## src/fpa_mac_pkg.sv

```systemverilog
// shared constants and arithmetic helpers for the fixed-point mac unit
package fpa_mac_pkg;

   localparam int DATA_W = 32;
   localparam int PROD_W = 2 * DATA_W;
   localparam int FRAC_W = 5;

   localparam logic [FRAC_W-1:0] FRAC_MIN   = FRAC_W'(1);
   localparam logic [FRAC_W-1:0] FRAC_MAX   = FRAC_W'(16);
   localparam logic [FRAC_W-1:0] FRAC_RESET = FRAC_W'(16);

   // clamp the programmed fraction width into its legal range
   function automatic logic [FRAC_W-1:0] eff_frac(input logic [FRAC_W-1:0] f);
      logic [FRAC_W-1:0] r;
      begin
         if (f < FRAC_MIN) begin
            r = FRAC_MIN;
         end else if (f > FRAC_MAX) begin
            r = FRAC_MAX;
         end else begin
            r = f;
         end
         return r;
      end
   endfunction

   // saturate to the signed range of 2n bits
   function automatic logic signed [DATA_W-1:0] sat_range(
      input logic signed [PROD_W-1:0] x,
      input logic [FRAC_W-1:0]        n
   );
      logic [FRAC_W:0]           sh;
      logic signed [PROD_W-1:0]  hi;
      logic signed [PROD_W-1:0]  lo;
      logic signed [DATA_W-1:0]  r;
      begin
         sh = {n, 1'b0} - (FRAC_W+1)'(1);
         hi = (PROD_W'(1) <<< sh) - PROD_W'(1);
         lo = -hi - PROD_W'(1);
         if (x > hi) begin
            r = hi[DATA_W-1:0];
         end else if (x < lo) begin
            r = lo[DATA_W-1:0];
         end else begin
            r = x[DATA_W-1:0];
         end
         return r;
      end
   endfunction

endpackage

```

## src/fixed_point_affine_dot_mac_unit.sv

```systemverilog
// top level: saturating fixed-point multiply-accumulate with bias on the last item
//
//  channel | direction | handshake           | payload
//  req     | in        | req_valid/req_stall | req_a_value, req_b_value, req_bias, req_last
//  rsp     | out       | rsp_valid/rsp_stall | rsp_result
//  csr     | in        | csr_wr_en           | csr_wr_data (frac_bits)
//
// one item is taken per cycle while req_stall is low; the 32x32 multiplier, then
// the shift/saturate and accumulator loop, then the bias add and saturate each own
// one register stage; a finished sum moves to the bias stage, then to rsp_result.
// reset clears the accumulator and all valid bits and sets frac_bits to 16.
// stages with a bubble downstream keep moving while rsp is stalled; req stalls only
// when the product stage holds a last item that cannot move on.
module fixed_point_affine_dot_mac_unit
   import fpa_mac_pkg::*;
(
   input  logic                     clock,
   input  logic                     reset,
   input  logic                     req_valid,
   output logic                     req_stall,
   input  logic signed [DATA_W-1:0] req_a_value,
   input  logic signed [DATA_W-1:0] req_b_value,
   input  logic signed [DATA_W-1:0] req_bias,
   input  logic                     req_last,
   output logic                     rsp_valid,
   input  logic                     rsp_stall,
   output logic signed [DATA_W-1:0] rsp_result,
   input  logic                     csr_wr_en,
   input  logic [FRAC_W-1:0]        csr_wr_data
);

   logic [FRAC_W-1:0]        frac_ff;
   logic [FRAC_W-1:0]        frac_eff;

   // product stage
   logic                     s1_v_ff;
   logic signed [PROD_W-1:0] s1_prod_ff;
   logic signed [PROD_W-1:0] s1_prod_in;
   logic signed [DATA_W-1:0] s1_bias_ff;
   logic                     s1_last_ff;

   // accumulate stage
   logic signed [DATA_W-1:0] acc_ff;
   logic signed [DATA_W-1:0] acc_sum;
   logic signed [DATA_W-1:0] sat_prod;
   logic signed [PROD_W-1:0] shifted;

   // bias stage
   logic                     s2_v_ff;
   logic signed [DATA_W-1:0] s2_acc_ff;
   logic signed [DATA_W-1:0] s2_bias_ff;

   logic                     rsp_valid_ff;
   logic signed [DATA_W-1:0] rsp_result_ff;
   logic signed [DATA_W-1:0] rsp_result_in;

   logic                     out_free;
   logic                     s2_free;
   logic                     s1_consume;
   logic                     s1_free;
   logic                     req_take;

   assign frac_eff   = eff_frac(frac_ff);

   assign out_free   = !rsp_valid_ff || !rsp_stall;
   assign s2_free    = !s2_v_ff || out_free;
   assign s1_consume = s1_v_ff && (!s1_last_ff || s2_free);
   assign s1_free    = !s1_v_ff || s1_consume;
   assign req_stall  = !s1_free;
   assign req_take   = req_valid && s1_free;

   assign s1_prod_in = PROD_W'(req_a_value) * PROD_W'(req_b_value);

   assign shifted    = s1_prod_ff >>> frac_eff;
   assign sat_prod   = sat_range(shifted, frac_eff);
   assign acc_sum    = acc_ff + sat_prod;

   assign rsp_result_in = sat_range(PROD_W'(s2_acc_ff) + PROD_W'(s2_bias_ff), frac_eff);

   assign rsp_valid  = rsp_valid_ff;
   assign rsp_result = rsp_result_ff;

   // control state
   always_ff @(posedge clock) begin
      if (reset) begin
         frac_ff      <= FRAC_RESET;
         s1_v_ff      <= 1'b0;
         acc_ff       <= '0;
         s2_v_ff      <= 1'b0;
         rsp_valid_ff <= 1'b0;
      end else begin
         if (csr_wr_en) begin
            frac_ff <= csr_wr_data;
         end
         if (s1_free) begin
            s1_v_ff <= req_valid;
         end
         if (s1_consume) begin
            acc_ff <= s1_last_ff ? '0 : acc_sum;
         end
         if (s1_consume && s1_last_ff) begin
            s2_v_ff <= 1'b1;
         end else if (out_free) begin
            s2_v_ff <= 1'b0;
         end
         if (out_free) begin
            rsp_valid_ff <= s2_v_ff;
         end
      end
   end

   // payload
   always_ff @(posedge clock) begin
      if (req_take) begin
         s1_prod_ff <= s1_prod_in;
         s1_bias_ff <= req_bias;
         s1_last_ff <= req_last;
      end
      if (s1_consume && s1_last_ff) begin
         s2_acc_ff  <= acc_sum;
         s2_bias_ff <= s1_bias_ff;
      end
      if (s2_v_ff && out_free) begin
         rsp_result_ff <= rsp_result_in;
      end
   end

   a_acc_clear: assert property (@(posedge clock) disable iff (reset)
      s1_consume && s1_last_ff |=> acc_ff == '0)
      else $error("accumulator not cleared after last item");

   a_stall_holds_item: assert property (@(posedge clock) disable iff (reset)
      req_stall |-> s1_v_ff && s1_last_ff && s2_v_ff)
      else $error("input stalled without a blocked last item");

   a_s1_hold: assert property (@(posedge clock) disable iff (reset)
      s1_v_ff && !s1_consume |=> s1_v_ff && $stable(s1_prod_ff) && $stable(acc_ff))
      else $error("product stage lost or changed a waiting item");

   a_s2_hold: assert property (@(posedge clock) disable iff (reset)
      s2_v_ff && !out_free |=> s2_v_ff && $stable(s2_acc_ff))
      else $error("bias stage dropped an item while output stalled");

   a_frac_range: assert property (@(posedge clock) disable iff (reset)
      frac_eff >= FRAC_MIN && frac_eff <= FRAC_MAX)
      else $error("effective fraction width out of range");

endmodule
```

## config.mk

```make
export PLATFORM = sky130hd
export DESIGN_NAME = fixed_point_affine_dot_mac_unit
export DESIGN_NICKNAME = d
export VERILOG_FILES = /design/src/fpa_mac_pkg.sv /design/src/fixed_point_affine_dot_mac_unit.sv
export SDC_FILE = /design/constraint.sdc
export NUM_CORES = 2
export LEC_CHECK = 0
export BUFFER_PORTS_ARGS = -buffer_cell sky130_fd_sc_hd__buf_2
export CAP_MARGIN = 30
export CORE_UTILIZATION = 35
export DETAILED_ROUTE_END_ITERATION = 10
export GPL_TIMING_DRIVEN = 0
export HOLD_SLACK_MARGIN = 0.02
export SETUP_SLACK_MARGIN = 0.4
export SYNTH_ARGS = -nofsm -noshare
export SYNTH_HDL_FRONTEND = slang
export SYNTH_SLANG_ARGS = --single-unit
```

## constraint.sdc

```tcl
create_clock -name clock -period 26.3 [get_ports clock]
set_input_delay 1.315 -clock clock [delete_from_list [all_inputs] [get_ports clock]]
set_output_delay 1.315 -clock clock [all_outputs]
set_load 0.01 [all_outputs]
```

==> summary.md <==
The via density per instance was 5.258. After legalization and detailed placement, the total HPWL measured 181.3 mm. The number of endpoints failing setup at the final stage was 0; the growth of design area from synthesis to finish was 8.414%. In the synthesized netlist, the cells that appear most often are sky130_fd_sc_hd__inv_1 (1,212), sky130_fd_sc_hd__fa_1 (1,084), sky130_fd_sc_hd__nand2_1 (885). The layout has 16,380 filler cells.

For this design, the sink count on the clock tree is 233. The share of the synthesized area in the top cell type was 38.00%. Global routing finished with a remaining overflow of 0. Along the worst path, the maximum fanout reaches 11. Yosys mapped a number of flops with a built-in enable equal to 193.

Between clock sinks in the finished design, the worst skew comes to 0.03310 ns. Data on the critical path is required at its endpoint by 26.63 ns. The maximum level of the CTS H-tree is 1.

The run gives 44,810 sq um as the area occupied by multi-input gates. Buffers inserted to repair hold after CTS numbered 0. For this block, the routed nets add up to 212.7 mm of wire. The clock passes through at most 3 buffers. The startpoint kind of the worst setup timing path was a flip-flop. Wire length of the first global-routing pass: 312.5 mm. In the final routed layout, each cell accounts on average for 24.76 microns.

Based on the critical path, the design can be clocked at up to 0.07430 GHz. The path class of the tightest hold or removal check is flip-flop to flip-flop. The largest total area in the synthesized netlist belongs to sky130_fd_sc_hd__fa_1.

The total number of placement rows is 147. The congestion estimate from routability-driven global placement came to 0.9965. The clock period could shrink to 13.46 ns. Global routing used 25.89% of the available tracks across all layers.

The mux cell area share after synthesis was 4.038%; the number of nets in the finished design was 8,105. The x dimension of the die was 405.9 microns. TritonCTS built the clock tree.

Most instantiated flip-flop cell in the synthesis netlist: sky130_fd_sc_hd__edfxtp_1. The root buffer cell chosen for the clock tree is sky130_fd_sc_hd__clkbuf_16. For this run, asynchronously set or reset flops after synthesis account for 0%. Synthesis produced 6,213 cells. The count of max-cap constraint violations is 0. After synthesis, the largest family of logic cells by area is adder cells.

Synthesis inferred 233 register bits. Basic-gate share of the synthesized area counting and, or, nand and nor cells: 14.51%. Most numerous cell on the critical path: sky130_fd_sc_hd__clkbuf_1.

Input and output buffers added on the ports amount to 138. The leading cell type by number of instances after synthesis was sky130_fd_sc_hd__inv_1. Measured in cells, the most critical reg-to-reg path has a length of 36. The vertical extent of the die is 405.9 microns.

The detail route stage leaves a number of antenna-violating nets equal to 0. The clock reaches the later pin of the worst-skew pair after 0.61 ns. Of the synthesized area, sequential elements account for 11.55%. Summing the areas of all compound-gate instances in the mapped netlist gives 8.628% of the synthesized area.

The initial cell density of the core was 35.40%; the adder-cell area share of the yosys netlist was 49.07%. Detailed-route DRC error count: 0. Ranked by total cell area, the synthesized netlist is headed by sky130_fd_sc_hd__fa_1 (38%), sky130_fd_sc_hd__ha_1 (11%), sky130_fd_sc_hd__edfxtp_1 (10%), sky130_fd_sc_hd__inv_1 (8.0%), sky130_fd_sc_hd__nand2_1 (5.8%). The Yosys step of the flow raised 0 warnings. The synthesized-area fraction occupied by xor and xnor cells was 2.193%; the average cell area after synthesis was 9.191 sq um. In this run the cell area of the synthesized design comes to 57,100 sq um.

In the final timing run, aggregate negative setup slack is 0 ns. For the register area, the log shows 6596 sq um. The worst setup path is captured at a flip-flop.

The largest stage delay on the critical path works out to 0.67 ns. Cell at the slowest stage of the critical path: sky130_fd_sc_hd__buf_1. Clock-pin slew was measured on the worst setup and hold paths at 0.07 ns. In this run the count of I/O pins placed on the die edge is 141. The tools report the worst slew margin relative to its limit as 22.48%.

Counting instances, the worst hold path has a depth of 0. The number of antenna violations at the first check in global routing was 9; the number of distinct standard cells referenced by the synthesized netlist was 96. Data on the critical path arrives at its endpoint at 13.79 ns. The critical path is of the flip-flop to flip-flop type. The detailed router finished its first iteration with 4,138 violations. In this run, CTS created clock tree buffers numbering 26.

The die covers 164,800 sq um. The final-report hold violation count is 0. The final count of pins violating max slew was 0. The run gives 7,909 as the net count of the mapped netlist. The post-route netlist has 4.977% of its cells at a drive strength greater than 1. The slew of the pin with the lowest slew margin is 1.163 ns, and the total number of vias is 45,180.

Setup repair after global routing left no endpoint under its margin. The tools report the largest net degree at the start of global routing as 72. The flow ran to the end, and the final reports show no timing, DRC or antenna violations. The region available for standard cell placement spans 161,300 sq um.

The post-route clock period utilization is 51.17%, and the hold slack is 0.4142 ns. The logs give 6 for the number of optimization iterations in the first detailed-route pass and 46,510 for the via count of the first global-routing pass. Buffer count from post-CTS setup fixing: 0. The total of cells resized after clock tree synthesis was 0.
## cell type report
cell class / instances / share of cell area [%]
timing repair buffer: 168 / 1.859
inverter: 1213 / 7.354
multi-input combinational: 4470 / 72.38
sequential: 233 / 10.65
tap: 2160 / 4.365
antenna: 3 / 0.01213
clock buffer: 29 / 1.069
clock inverter: 19 / 0.4204
buffer: 297 / 1.884
## path summary, 6_finish.rpt
| check | endpoint | slack [ns] | startpoint |
|---|---|---|---|
| setup reg to reg | s2_acc_ff[31] | 12.84 | frac_ff[2] |
| hold reg to reg | s2_bias_ff[20] | 0.41 | s1_bias_ff[20] |
| hold / removal | s2_bias_ff[20] | 0.41 | s1_bias_ff[20] |
| setup / recovery | s2_acc_ff[31] | 12.84 | frac_ff[2] |
## kinds of logic (layout without fill, tap and decap cells)
kind of cell	after synthesis	count (layout)
muxes	225	225
buffers and inverters	1510	1726
other	0	3
and+or+nand+nor	1758	1758
DFF	233	233
adders and majority gates	1589	1589
AOI/OAI and AO/OA	755	755
xor gates and xnor gates	143	143
## cell usage in the layout, fill, tap and decap left out, types with 31 or more instances in the layout
cell                          n
sky130_fd_sc_hd__clkbuf_1   258
sky130_fd_sc_hd__nand2b_1    62
sky130_fd_sc_hd__nor2_1     227
sky130_fd_sc_hd__nand3_1     56
sky130_fd_sc_hd__ha_1       505
sky130_fd_sc_hd__mux2i_1    182
sky130_fd_sc_hd__o21bai_1    41
sky130_fd_sc_hd__nor3_1      37
sky130_fd_sc_hd__fa_1      1084
sky130_fd_sc_hd__mux2_2      43
sky130_fd_sc_hd__o21ai_0    150
sky130_fd_sc_hd__xor2_1      45
sky130_fd_sc_hd__and2_1     319
sky130_fd_sc_hd__nor2b_1     35
sky130_fd_sc_hd__buf_2      159
sky130_fd_sc_hd__dfxtp_1     40
sky130_fd_sc_hd__a22oi_1     31
sky130_fd_sc_hd__xnor2_1     98
sky130_fd_sc_hd__a21o_1      79
sky130_fd_sc_hd__inv_1     1212
sky130_fd_sc_hd__edfxtp_1   193
sky130_fd_sc_hd__nand2_1    885
sky130_fd_sc_hd__a21oi_1    224
## sequential cells by signal (all words and copies together), names as in the netlist
signal / flops
acc_ff: 32
frac_ff: 5
rsp_result: 32
rsp_valid: 1
s1_bias_ff: 32
s1_last_ff: 1
s1_prod_ff: 64
s1_v_ff: 1
s2_acc_ff: 32
s2_bias_ff: 32
s2_v_ff: 1
## routing by layer
layer | vias to the layer above | part of all wire (%) | wire, microns | track usage (%)
met4 | 8 | 4.7 | 10000 | 9.811
met2 | 2065 | 45 | 95110 | 41.57
li1 | 19850 | - | - | -
met3 | 388 | 8.8 | 18660 | 4.830
met1 | 22870 | 42 | 88870 | 34.53
met5 | - | 0.024 | 52 | 0
## worst max-delay path, delay by kind of cell, from the launching register on
family / cells / cell delay, ns
buf+inv: 10 / 4.35
fa+ha+maj: 4 / 1.63
flops: 1 / 0.34
compound gates: 12 / 3.79
simple gates: 10 / 3.03
## per-stage QoR
| stage | cells | cell area, sq um | setup WS [ns] | utilization (%) |
|---|---|---|---|---|
| after floorplan | 6213 | 57100 | 17.29 | - |
| after global placement | 8511 | 60500 | 13.31 | 37.51 |
| after detailed placement | 8540 | 60960 | 13.35 | 37.80 |
| after CTS | 8588 | 61890 | 13.31 | 38.37 |
| after global routing | 8589 | 61900 | 12.40 | 38.38 |
| final | 8592 | 61910 | 12.84 | 38.38 |
Power is not shown: default switching activity piles up to over one toggle a cycle in this logic, so the estimate is an artifact.
